[src/patch_file_name_checker_unit_macros.svh]
`ifndef PATCH_FILE_NAME_CHECKER_UNIT_MACROS_SVH
`define PATCH_FILE_NAME_CHECKER_UNIT_MACROS_SVH

// checked only outside reset
`define PFNC_ASSERT(lbl, ck, rs, prop, msg) \
  lbl: assert property (@(posedge ck) disable iff (rs) prop) else $error(msg);

// checked on every edge, reset included
`define PFNC_ASSERT_ALWAYS(lbl, ck, prop, msg) \
  lbl: assert property (@(posedge ck) prop) else $error(msg);

`endif

[src/pfnc_pkg.sv]
`timescale 1ns / 1ps

package pfnc_pkg;

  localparam int MIN_NAME_LEN = 5;
  localparam int TAIL_DEPTH   = 8;

  localparam logic [7:0] CH_DOT   = 8'h2E;
  localparam logic [7:0] CH_DASH  = 8'h2D;
  localparam logic [7:0] CH_UNDER = 8'h5F;
  localparam logic [7:0] CH_UP_A  = 8'h41;
  localparam logic [7:0] CH_UP_Z  = 8'h5A;
  localparam logic [7:0] CH_LO_A  = 8'h61;
  localparam logic [7:0] CH_LO_Z  = 8'h7A;
  localparam logic [7:0] CH_0     = 8'h30;
  localparam logic [7:0] CH_1     = 8'h31;
  localparam logic [7:0] CH_9     = 8'h39;
  localparam logic [7:0] CASE_OFS = 8'h20;

  typedef enum logic [2:0] {
    RSN_OK,
    RSN_LENGTH,
    RSN_BAD_CHAR,
    RSN_LEAD,
    RSN_TRAIL_DOT,
    RSN_DOT_RUN,
    RSN_EXT,
    RSN_DEVICE
  } reason_t;

  // index 0 is the newest byte
  typedef logic [TAIL_DEPTH-1:0][7:0] tail_t;

  typedef struct packed {
    logic bad_char;
    logic bad_first;
    logic dot_run;
  } name_flags_t;

  function automatic logic [7:0] fold_case(input logic [7:0] b);
    return (b >= CH_UP_A && b <= CH_UP_Z) ? b + CASE_OFS : b;
  endfunction

  function automatic logic allowed_byte(input logic [7:0] b);
    return (b >= CH_UP_A && b <= CH_UP_Z) || (b >= CH_LO_A && b <= CH_LO_Z) ||
           (b >= CH_0 && b <= CH_9) || b == CH_DOT || b == CH_DASH || b == CH_UNDER;
  endfunction

endpackage

[src/pfnc_judge.sv]
`timescale 1ns / 1ps

module pfnc_judge import pfnc_pkg::*; #(
  parameter int MAX_NAME_LEN = 64,
  parameter int CNT_W        = 7
) (
  input  logic [CNT_W-1:0] count,
  input  tail_t            tail,
  input  name_flags_t      flags,
  output reason_t          reason
);

  localparam logic [CNT_W-1:0] LEN_MIN = CNT_W'(MIN_NAME_LEN);
  localparam logic [CNT_W-1:0] LEN_MAX = CNT_W'(MAX_NAME_LEN);
  localparam logic [CNT_W-1:0] LEN_S3  = CNT_W'(7);
  localparam logic [CNT_W-1:0] LEN_S4  = CNT_W'(8);

  logic ext_ok;
  logic stem3_dev;
  logic stem4_dev;
  logic [23:0] stem3;
  logic [23:0] stem4;

  always_comb begin
    stem3  = {tail[6], tail[5], tail[4]};
    stem4  = {tail[7], tail[6], tail[5]};
    ext_ok = {tail[3], tail[2], tail[1], tail[0]} == ".mpq";
    stem3_dev = (count == LEN_S3) &&
                (stem3 == "con" || stem3 == "prn" || stem3 == "aux" || stem3 == "nul");
    stem4_dev = (count == LEN_S4) && tail[4] >= CH_1 && tail[4] <= CH_9 &&
                (stem4 == "com" || stem4 == "lpt");
  end

  always_comb begin
    priority if (count < LEN_MIN || count > LEN_MAX) begin
      reason = RSN_LENGTH;
    end else if (flags.bad_char) begin
      reason = RSN_BAD_CHAR;
    end else if (flags.bad_first) begin
      reason = RSN_LEAD;
    end else if (tail[0] == CH_DOT) begin
      reason = RSN_TRAIL_DOT;
    end else if (flags.dot_run) begin
      reason = RSN_DOT_RUN;
    end else if (!ext_ok) begin
      reason = RSN_EXT;
    end else if (stem3_dev || stem4_dev) begin
      reason = RSN_DEVICE;
    end else begin
      reason = RSN_OK;
    end
  end

endmodule

[src/patch_file_name_checker_unit.sv]
`timescale 1ns / 1ps
// channel  dir  tdata                          tlast      tuser
// s_       in   [7:0] name_byte                last_byte  -
// m_       out  [0] accepted, [3:1] reason     -          -
//
// One byte per cycle sustained while no final byte waits on a held verdict; a verdict
// is registered after the final byte is taken (input register, then result register).
// rst is synchronous and clears the running name and both valid flags.
// A waiting verdict holds only a final byte in the input register; other bytes keep flowing.
`include "patch_file_name_checker_unit_macros.svh"

module patch_file_name_checker_unit import pfnc_pkg::*; #(
  parameter int MAX_NAME_LEN = 64
) (
  input  logic       clk,
  input  logic       rst,
  input  logic       s_tvalid,
  output logic       s_tready,
  input  logic [7:0] s_tdata,   // [7:0] name_byte
  input  logic       s_tlast,
  output logic       m_tvalid,
  input  logic       m_tready,
  output logic [7:0] m_tdata    // [0] accepted, [3:1] reason, [7:4] zero
);

  localparam int CNT_W = $clog2(MAX_NAME_LEN + 2);
  localparam logic [CNT_W-1:0] CNT_SAT = CNT_W'(MAX_NAME_LEN + 1);

  logic             in_valid;
  logic [7:0]       in_byte;
  logic             in_last;
  logic             advance;

  logic [CNT_W-1:0] byte_count;
  logic             prev_dot;
  name_flags_t      flags;
  tail_t            tail;

  logic [CNT_W-1:0] byte_count_next;
  logic             is_dot;
  name_flags_t      flags_next;
  tail_t            tail_next;
  reason_t          verdict;

  logic             out_valid;
  reason_t          out_reason;

  assign advance  = in_valid && (!in_last || !out_valid || m_tready);
  assign s_tready = !in_valid || advance;

  always_ff @(posedge clk) begin
    if (rst) begin
      in_valid <= 1'b0;
    end else if (s_tready) begin
      in_valid <= s_tvalid;
    end
    if (s_tready && s_tvalid) begin
      in_byte <= s_tdata;
      in_last <= s_tlast;
    end
  end

  always_comb begin
    is_dot              = in_byte == CH_DOT;
    flags_next.bad_first = (byte_count == '0) ? (is_dot || in_byte == CH_DASH)
                                              : flags.bad_first;
    flags_next.bad_char  = flags.bad_char || !allowed_byte(in_byte);
    flags_next.dot_run   = flags.dot_run || (is_dot && prev_dot);
    tail_next            = {tail[TAIL_DEPTH-2:0], fold_case(in_byte)};
    byte_count_next      = (byte_count < CNT_SAT) ? byte_count + CNT_W'(1) : byte_count;
  end

  pfnc_judge #(
    .MAX_NAME_LEN(MAX_NAME_LEN),
    .CNT_W       (CNT_W)
  ) u_judge (
    .count  (byte_count_next),
    .tail   (tail_next),
    .flags  (flags_next),
    .reason (verdict)
  );

  always_ff @(posedge clk) begin
    if (rst) begin
      byte_count <= '0;
      prev_dot   <= 1'b0;
      flags      <= '0;
      tail       <= '0;
    end else if (advance) begin
      if (in_last) begin
        byte_count <= '0;
        prev_dot   <= 1'b0;
        flags      <= '0;
        tail       <= '0;
      end else begin
        byte_count <= byte_count_next;
        prev_dot   <= is_dot;
        flags      <= flags_next;
        tail       <= tail_next;
      end
    end
  end

  always_ff @(posedge clk) begin
    if (rst) begin
      out_valid <= 1'b0;
    end else if (advance && in_last) begin
      out_valid <= 1'b1;
    end else if (m_tready) begin
      out_valid <= 1'b0;
    end
    if (advance && in_last) begin
      out_reason <= verdict;
    end
  end

  assign m_tvalid = out_valid;
  assign m_tdata  = {4'b0000, out_reason, out_reason == RSN_OK};

  `PFNC_ASSERT(a_acc_matches_reason, clk, rst,
    m_tvalid |-> (m_tdata[0] == (m_tdata[3:1] == RSN_OK)),
    "accepted disagrees with reason")
  `PFNC_ASSERT(a_mid_byte_no_result, clk, rst,
    (in_valid && !in_last && (!out_valid || m_tready)) |=> !out_valid,
    "result without final byte")
  `PFNC_ASSERT(a_clear_after_verdict, clk, rst,
    (advance && in_last) |=> (byte_count == '0 && flags == '0 && !prev_dot),
    "state not cleared after verdict")
  `PFNC_ASSERT(a_count_bounded, clk, rst, byte_count <= CNT_SAT,
    "byte count past saturation")
  `PFNC_ASSERT_ALWAYS(a_reset_empty, clk, rst |=> (!out_valid && !in_valid),
    "valid set after reset")

endmodule

[config.mk]
export PLATFORM = sky130hd
export DESIGN_NAME = patch_file_name_checker_unit
export DESIGN_NICKNAME = d
export VERILOG_FILES = /design/src/pfnc_pkg.sv /design/src/pfnc_judge.sv /design/src/patch_file_name_checker_unit.sv
export VERILOG_INCLUDE_DIRS = /design/src /design/src/src
export SDC_FILE = /design/constraint.sdc
export NUM_CORES = 1
export LEC_CHECK = 0
export ABC_AREA = 1
export BUFFER_PORTS_ARGS = -buffer_cell sky130_fd_sc_hd__buf_2
export CORE_MARGIN = 8
export CORE_UTILIZATION = 55
export DETAILED_ROUTE_END_ITERATION = 8
export HOLD_SLACK_MARGIN = 0.08
export PLACE_DENSITY = 0.77
export SYNTH_ARGS = -nofsm -noshare
export SYNTH_HDL_FRONTEND = slang
export SYNTH_SLANG_ARGS = --single-unit
[constraint.sdc]
create_clock -name clk -period 5.1 [get_ports clk]
set_input_delay 0.765 -clock clk [delete_from_list [all_inputs] [get_ports clk]]
set_output_delay 0.765 -clock clk [all_outputs]
set_load 0.01 [all_outputs]
After elaboration in Yosys (flattened, before gate mapping)
Index checks and enable logic that the tools add are counted.

storage, ports and cells
  bits in registers = 81
  bits in latches = 0
  memory bits (writable) = 0
  ROM bits = 0
  output and inout port bits = 10
  logic and storage cells = 95
  memories kept = 0

cells by class
  $add $sub $neg = 2
  multiply operators = 0
  divide/modulo/power cells = 0
  magnitude comparators = 11
  eq/ne operators = 13
  shifts and indexed selects = 0
  mux-type cells = 15
  bitwise logic cells = 0
  reduce and logical (&&, ||, !) cells = 36

operator list
  operator                                                     number
  == test 24 x 23 -> 1 bit (second input constant)             6
  two-way mux 56 bit                                           1
  == test 32 x 30 -> 1 bit (second input constant)             1
  == test 8 x 6 -> 1 bit (second input constant)               3
  logical OR 1 bit                                             17
  >= comparator 8 x 6 -> 1 bit (second input constant)         2
  >= comparator 8 x 7 -> 1 bit (second input constant)         2
  <= comparator 8 x 6 -> 1 bit (second input constant)         2
  <= comparator 8 x 7 -> 1 bit (second input constant)         2
  two-way mux 3 bit                                            5
  two-way mux 7 bit                                            2
  logical AND 1 bit                                            11
  adder 8 x 6 -> 8 bit (second input constant)                 1
  == test 8 x 7 -> 1 bit (second input constant)               1
  two-way mux 8 bit                                            1
  adder 7 x 1 -> 7 bit (second input constant)                 1
  == test 7 x 3 -> 1 bit (second input constant)               1
  == test 7 x 4 -> 1 bit (second input constant)               1
  greater-than comparator 7 bit (second input constant)        1
  zero test 7 bit                                              1
  less-than comparator 7 x 3 -> 1 bit (second input constant)  1
  less-than comparator 7 bit (second input constant)           1
  zero test 1 bit                                              4
  two-way mux 1 bit                                            4
  4 further kinds                                              5

Longest topological paths before layout
Gate-level depths: netlist of run 1.

  word-level depth = 13
  depth in mapped cells = 17

Modules after synthesis
A second synthesis of run 1 with hierarchy kept.

second synthesis, totals
  cell total of the unflattened synthesis = 583
  area total of the unflattened synthesis = 4,055.1 um^2

by module, submodules not included
  module                        instances  cells each  area each (um^2)  sequential area each (um^2)
  patch_file_name_checker_unit  1          433         3,408.3           1,741.7
  pfnc_judge                    1          150         646.9             0.0

Worst setup path before layout of run 1
OpenSTA, ideal clock, no wires.

  kind = input port to output port
  from = input m_tready
  to = output s_tready
  arrival time = 1.062 ns
  required time = 4.335 ns
  slack = 3.273 ns
  stages = 2
  path buffers = 0
  path through = nor2_1 -> nand3_1

between the ends
  longest elaborated chain between the ends = 3

RTL lines
  item               RTL line                            source
  start, declared    patch_file_name_checker_unit.sv:22  input logic m_tready,
  logical OR 1 bit   patch_file_name_checker_unit.sv:48  assign advance = in_valid && (!in_last || !out_valid || m_tready);
  logical AND 1 bit  patch_file_name_checker_unit.sv:48
  logical OR 1 bit   patch_file_name_checker_unit.sv:49  assign s_tready = !in_valid || advance;
  end, declared      patch_file_name_checker_unit.sv:18  output logic s_tready,

No other way between the ends.

Worst setup path after layout of run 1
  from = register in_last
  to = register byte_count[5]

between the ends
  longest elaborated chain between the ends = 4
  elaborated cells between the ends (all ways) = 5
  classes of those cells = 1 x mux; 4 x reduce/logical

RTL lines
  item                           RTL line                            source
  start, declared                patch_file_name_checker_unit.sv:31  logic in_last;
  start signal, assigned         patch_file_name_checker_unit.sv:59  in_last <= s_tlast;
  zero test 1 bit                patch_file_name_checker_unit.sv:48
  logical OR 1 bit (2 in a row)  patch_file_name_checker_unit.sv:48
  logical AND 1 bit              patch_file_name_checker_unit.sv:48
  end signal, assigned           patch_file_name_checker_unit.sv:96  byte_count <= byte_count_next;
  end, declared                  patch_file_name_checker_unit.sv:34  logic [CNT_W-1:0] byte_count;

Parallel ways exist; a longest one is shown, timed or not.
A chain may end at the register's enable or synchronous reset.

==> out/results.txt, run 1 <==
Antenna Nets Post-Route = 0
Detail Placement HPWL = 5.47 mm
Post-Route WL = 8.12 mm
Drt pass-1 iters = 5
Synthesis-stage register bit count = 81
Crit share post-route = 0.464
Initial Util = 0.554
Nets = 599
Syn_area_per_cell = 6.87 um2
R2R Path End = byte_count[5]$_SDFFE_PP0P_
Post-CTS setup buffers = 0
Final GP Congestion = 0.887
Async S/R FF share, synth = 0
Peak Freq = 423 MHz
Synth top cells by count = nand2_1, dfxtp_1, a21oi_1, inv_1, nor2_1
Ant. Diodes = 0
Site row count = 31
Layout area overhead = 9.06%
Clock sink count = 81
Max Cap Viol = 0
Post-layout instance area = 0.00429 mm2
Core area = 0.00710 mm2
Final worst path period need = 2.37 ns
Buffers on Ports = 18
Crit path to = byte_count[5]$_SDFFE_PP0P_
WL/cell = 11.9 um
Dpl cell area = 0.00407 mm2
Critical path startpoint category = flop
Clock network latency to the later pin of the worst-skew pair = 0.35 ns
CTS tree = built
Worst EP required = 5.38 ns
Leading area contributor after synthesis = dfxtp_1
Post-CTS Hold Fix Bufs = 0
Maximum clock path buffer count = 2
Number of antenna violations at the first check in global routing = 0
Setup crit end kind = flop
CTS clock-pin slew for the worst setup and hold paths = 0.08 ns
Fraction of layout cells with a size suffix above 1 = 0.0922
Filler instances = 673
Worst r2r src = in_last$_DFFE_PP_
Residual DRC count = 0
Synth Flop Type = dfxtp_1
Post-Synthesis Cells = 573
# IOs = 23
Arrival @ worst endpoint = 2.64 ns
Die width = 101 um
Final Hold Viols = 0
Via density = 5.11
Netlist Area Pre-Place = 0.00394 mm2
Vias = 3500
Post-synthesis cell type count = 34
Post-synthesis xor/xnor area fraction = 0.00890
Die H = 101 um
Number of synthesized flops with an enable pin = 12
Die area = 0.0101 mm2
R2R depth = 8
Final setup viols = 0
CTS buffer count = 9
Tightest Hold Check Type = flop to flop
Synth Area in Compound Gates = 0.105
Worst Setup SP = in_last$_DFFE_PP_
VDD IR max = 0.139 mV
Largest family of logic cells by synthesized area = simple AND/OR/NAND/NOR gates
Crit path kind = flop to flop
Post-synthesis sequential area ratio = 0.443
Top-count cell post-synth = nand2_1
Root Buffer Master = clkbuf_8
Setup TNS = 0 ns
P_leak = 1.61 nW
R2R setup slack = 2.73 ns
Tightest Pin Transition = 0.684 ns
RSZ-0062 raised after global routing = no
Fraction of the mapped netlist area in adder cells = 0.0159
Largest net degree at the start of global routing = 69
Pwr dens = 289 mW/mm2
Core Util, Final = 0.605
Global-route wire length before repair = 14.1 mm
Post-CTS sizing = 0
Mux cell area share after synthesis = 0.00254
Max-slew violations = 0
Iteration-0 DRC Markers = 247
Worst Skew = 0.00636 ns
Worst-path maximum fanout = 68
Post-Synth Simple-Gate Area = 0.341
Slew HR = 0.544
Vias in the first global route = 3225
Total GRT Usage = 0.171
Largest cells by area after synthesis = dfxtp_1, nand2_1, edfxtp_1
Share of the synthesized area in the top cell type = 0.351
Yosys warning total = 0
Status = complete, no violations
Gr ovfl total = 0
Htree depth = 3
==> worst min-delay path by stage <==
| stage | depth (start not counted) | start | to |
|---|---|---|---|
| 5_1_grt | 2 | prev_dot$_SDFFE_PP0P_ | prev_dot$_SDFFE_PP0P_ |
| 6_report | 2 | tail[53]$_SDFFE_PP0P_ | tail[53]$_SDFFE_PP0P_ |
| 2_1_floorplan | 2 | flags[2]$_SDFFE_PP0P_ | flags[2]$_SDFFE_PP0P_ |
| 3_5_place_dp | 2 | tail[53]$_SDFFE_PP0P_ | tail[53]$_SDFFE_PP0P_ |
| 4_1_cts | 2 | tail[53]$_SDFFE_PP0P_ | tail[53]$_SDFFE_PP0P_ |
| 3_3_place_gp | 2 | flags[1]$_SDFFE_PP0P_ | flags[1]$_SDFFE_PP0P_ |
==> cells by family after synthesis <==
kind of cell	count (synthesis)
buffers and inverters	81
other	1
and+or+nand+nor	320
adders and majority gates	5
DFF	81
muxes	1
AOI/OAI and AO/OA	80
xor gates and xnor gates	4
==> layout by cell type, fill, tap and decap left out, types with 3 or more instances in the layout <==
cell	netlist	final
inv_2	5	5
nor3_1	8	8
buf_2	3	18
clkbuf_8	0	10
o21ai_0	5	5
nor2_1	49	48
nand3_1	35	35
edfxtp_1	12	12
conb_1	1	4
xor2_1	4	4
dfxtp_1	69	69
nand3b_1	3	3
buf_4	5	3
ha_1	5	5
nand2_2	3	4
inv_1	49	49
nand4_1	11	11
nand2_1	200	199
nor2_2	3	3
a21oi_1	68	68
==> per-layer routing <==
layer / track usage / wire, um / vias to the layer above
met5: 0 / 0 / -
met4: 0.0628 / 89 / 0
met3: 0.0435 / 393 / 9
met2: 0.273 / 3690 / 72
met1: 0.216 / 3950 / 1584
li1: - / - / 1835
==> final cells by class <==
type / count / area (um2) / area share
tap: 99 / 124 / 0.0289
timing repair buffer: 21 / 113 / 0.0262
sequential: 81 / 1740 / 0.406
clock buffer: 11 / 163 / 0.0379
clock inverter: 5 / 60.1 / 0.0140
inverter: 54 / 203 / 0.0472
multi-input combinational: 414 / 1890 / 0.440
==> where the power goes <==
| part | internal (mW) | leakage [nW] | switching, mW | total, mW |
|---|---|---|---|---|
| combinational | 0.0199 | 0.824 | 0.0510 | 0.0709 |
| clock | 0.271 | 0.111 | 0.234 | 0.505 |
| sequential | 0.656 | 0.670 | 0.00997 | 0.666 |
==> worst max-delay path, stage by stage (launching register included) <==
cell,delay (ns)
edfxtp_1,0.50
nand2_1,0.13
nand2_2,0.05
buf_4,0.33
nor2_4,0.14
buf_4,0.52
inv_1,0.15
or2_2,0.33
a21oi_1,0.12
==> through the flow <==
| stage | hold slack, ns | setup slack, ns | power (mW) | cells |
|---|---|---|---|---|
| 2_1_floorplan | 0.434 | 3.27 | 0.735 | 576 |
| 3_3_place_gp | 0.452 | 2.47 | 0.750 | 669 |
| 3_5_place_dp | 0.460 | 2.42 | 0.751 | 669 |
| 4_1_cts | 0.472 | 2.74 | 1.25 | 685 |
| 5_1_grt | 0.496 | 2.53 | 1.29 | 685 |
| 6_report | 0.471 | 2.73 | 1.24 | 685 |
==> flip-flops by register name (all words and copies together) (netlist names) <==
register	cells
in_byte	8
m_tvalid	1
in_valid	1
tail	56
out_reason	3
flags	3
in_last	1
byte_count	7
prev_dot	1
(Power assumes the default switching activity.)
==> run 2: changes to the inputs <==
Settings changed: PLACE_DENSITY 0.77 to 0.8.
Clock period 5.1 ns to 2 ns, I/O delays scaled along.
==> run 2 against run 1 <==
  * The run now ends with negative setup slack left
  * Design area increased by 6.9%
  * Die area unchanged
  * Sequential power increased to 2.5 times the previous value
  * Sequential cell count unchanged
  * Fmax increased by 18%
  * Clock power increased by 140%
  * First-iteration DRC count increased by 18%
  * Largest cell class unchanged
==> out/results.txt, run 2 (synthesis results as in run 1) <==
Status = finished with violations
Failing checks = negative setup slack
Arrival @ worst endpoint = 2.11 ns
GR Util met3 = 0.0318
Maximum clock path buffer count = 2
Clock network latency to the later pin of the worst-skew pair = 0.34 ns
Die width = 101 um
Antenna Nets Post-Route = 0
Worst r2r src = in_byte[6]$_DFFE_PP_
Ant. Diodes = 0
Residual DRC count = 0
CTS tree = built
VDD IR max = 0.341 mV
Dpl cells = 671
Htree depth = 3
Vias in the first global route = 3220
R2R setup slack = -0.002 ns
Worst-path maximum fanout = 5
CTS clock-pin slew for the worst setup and hold paths = 0.08 ns
Post-Route WL = 8.87 mm
Int Power = 2.40 mW
RSZ-0062 raised after global routing = yes
Fraction of layout cells with a size suffix above 1 = 0.166
Final WS setup = -0.00172 ns
Die area = 0.0101 mm2
Die H = 101 um
Crit path to = out_reason[0]$_SDFFCE_PP1P_
Iteration-0 DRC Markers = 292
Final GP Congestion = 0.866
Clock power frac = 0.383
Drt pass-1 iters = 4
Final setup viols = 1
Largest regs = tail x56, in_byte x8, byte_count x7
Sequential share of power = 0.539
Buffers on Ports = 18
Post-layout instance area = 0.00459 mm2
P_leak = 1.69 nW
Via density = 5.20
Final Hold Viols = 0
Dpl cell area = 0.00412 mm2
P_sw = 0.738 mW
Met2 Use GR = 0.277
Sw Ratio = 0.235
Largest Register = tail
Peak Freq = 500 MHz
CTS buffer count = 9
Comb pwr share = 0.078
Worst Setup SP = in_byte[6]$_DFFE_PP_
Worst Skew = 0.00781 ns
Met1 Resource Use GR = 0.209
Layout area overhead = 16.6%
Max-slew violations = 0
Number of antenna violations at the first check in global routing = 0
Commonest non-fill, non-tap cell in the layout = nand2_1
Core Util, Final = 0.646
WL/cell = 12.7 um
Detail Placement HPWL = 5.65 mm
Total GRT Usage = 0.170
Crit path kind = flop to flop
Core area = 0.00710 mm2
Final worst path period need = 2.00 ns
Most frequent cells in the layout = nand2_1, a21oi_1, dfxtp_1, inv_1, nor2_1
Worst EP required = 2.11 ns
Max reg flops = 56
Nets = 615
Hold Path Depth = 1
Setup crit end kind = flop
Clock sink count = 81
Critical path startpoint category = flop
Gr busiest metal = met2
Setup TNS = -0.00172 ns
Pwr dens = 684 mW/mm2
Crit share post-route = 1.00
Gr ovfl total = 0
# IOs = 23
Vias = 3644
Root Buffer Master = clkbuf_8
Fin Hold WS = 0.124 ns
Final std cells w/o fill = 701
Global-route wire length before repair = 14.1 mm
Tightest Hold Check Type = input pin to flop
R2R Path End = out_reason[0]$_SDFFCE_PP1P_
Largest net degree at the start of global routing = 68
Initial Util = 0.554
R2R depth = 13
Max Cap Viol = 0
Site row count = 31
==> run 2: changes by cell type in the layout (fill, tap and decap cells not counted), sizes merged <==
cell / change
clkbuf: +2
clkinvlp: -1
buf: +16
inv: -1
==> run 2: final cells by class <==
cell class	count	area [um2]
clock buffer	13	159
clock inverter	3	40.0
fill	616	2510
inverter	54	203
multi-input combinational	414	2020
sequential	81	1760
tap	99	124
timing repair buffer	37	282
==> run 2: routing by layer <==
| metal | part of all wire | vias to the layer above |
|---|---|---|
| met4 | 0.019 | 0 |
| li1 | - | 1865 |
| met1 | 0.45 | 1690 |
| met3 | 0.041 | 17 |
| met5 | 0 | - |
| met2 | 0.49 | 72 |
==> run 2: power groups by stage <==
stage / clock network (mW) / logic (mW) / registers (mW)
finish: 1.20 / 0.244 / 1.69
floorplan: 0 / 0.148 / 1.73
CTS: 1.22 / 0.202 / 1.70
global placement: 0 / 0.191 / 1.73
detailed placement: 0 / 0.196 / 1.73
global route: 1.28 / 0.268 / 1.70
==> run 2: worst min-delay path by stage <==
| stage | slack [ns] | end | from |
|---|---|---|---|
| finish | 0.12 | in_byte[7]$_DFFE_PP_ | s_tdata[7] |
| detailed placement | 0.46 | flags[1]$_SDFFE_PP0P_ | flags[1]$_SDFFE_PP0P_ |
| CTS | 0.11 | in_byte[7]$_DFFE_PP_ | s_tdata[7] |
| floorplan | 0.40 | in_byte[0]$_DFFE_PP_ | s_tdata[0] |
| global route | 0.12 | in_last$_DFFE_PP_ | s_tlast |
| global placement | 0.44 | flags[2]$_SDFFE_PP0P_ | flags[2]$_SDFFE_PP0P_ |
==> run 2: critical path, cell delays in order, from the launching register on <==
cell and delay [ns]:
edfxtp_1 0.48, inv_2 0.11, nor2_4 0.17, nand3_2 0.12, nand2_4 0.11, nand2_4 0.06
inv_2 0.07, nand2_4 0.05, a21oi_2 0.12, nand4_1 0.19, nand2_1 0.12, nand2_1 0.05
nand2_1 0.06, nand2_1 0.05
==> run 2: what timing repair did <==
item,4_1_cts,5_1_grt
buffers inserted,2,12
resized for setup,2,44
pin swaps,0,20
hold buffers,0,0
endpoints found under the setup margin,3,3
==> run 2: per-stage QoR <==
stage                     setup WS [ns]  power (mW)
after detailed placement        -0.0448        1.93
after CTS                        0.0132        3.12
final                          -0.00172        3.14
after floorplan                   0.184        1.87
after global placement           0.0623        1.92
after global routing            -0.0920        3.24
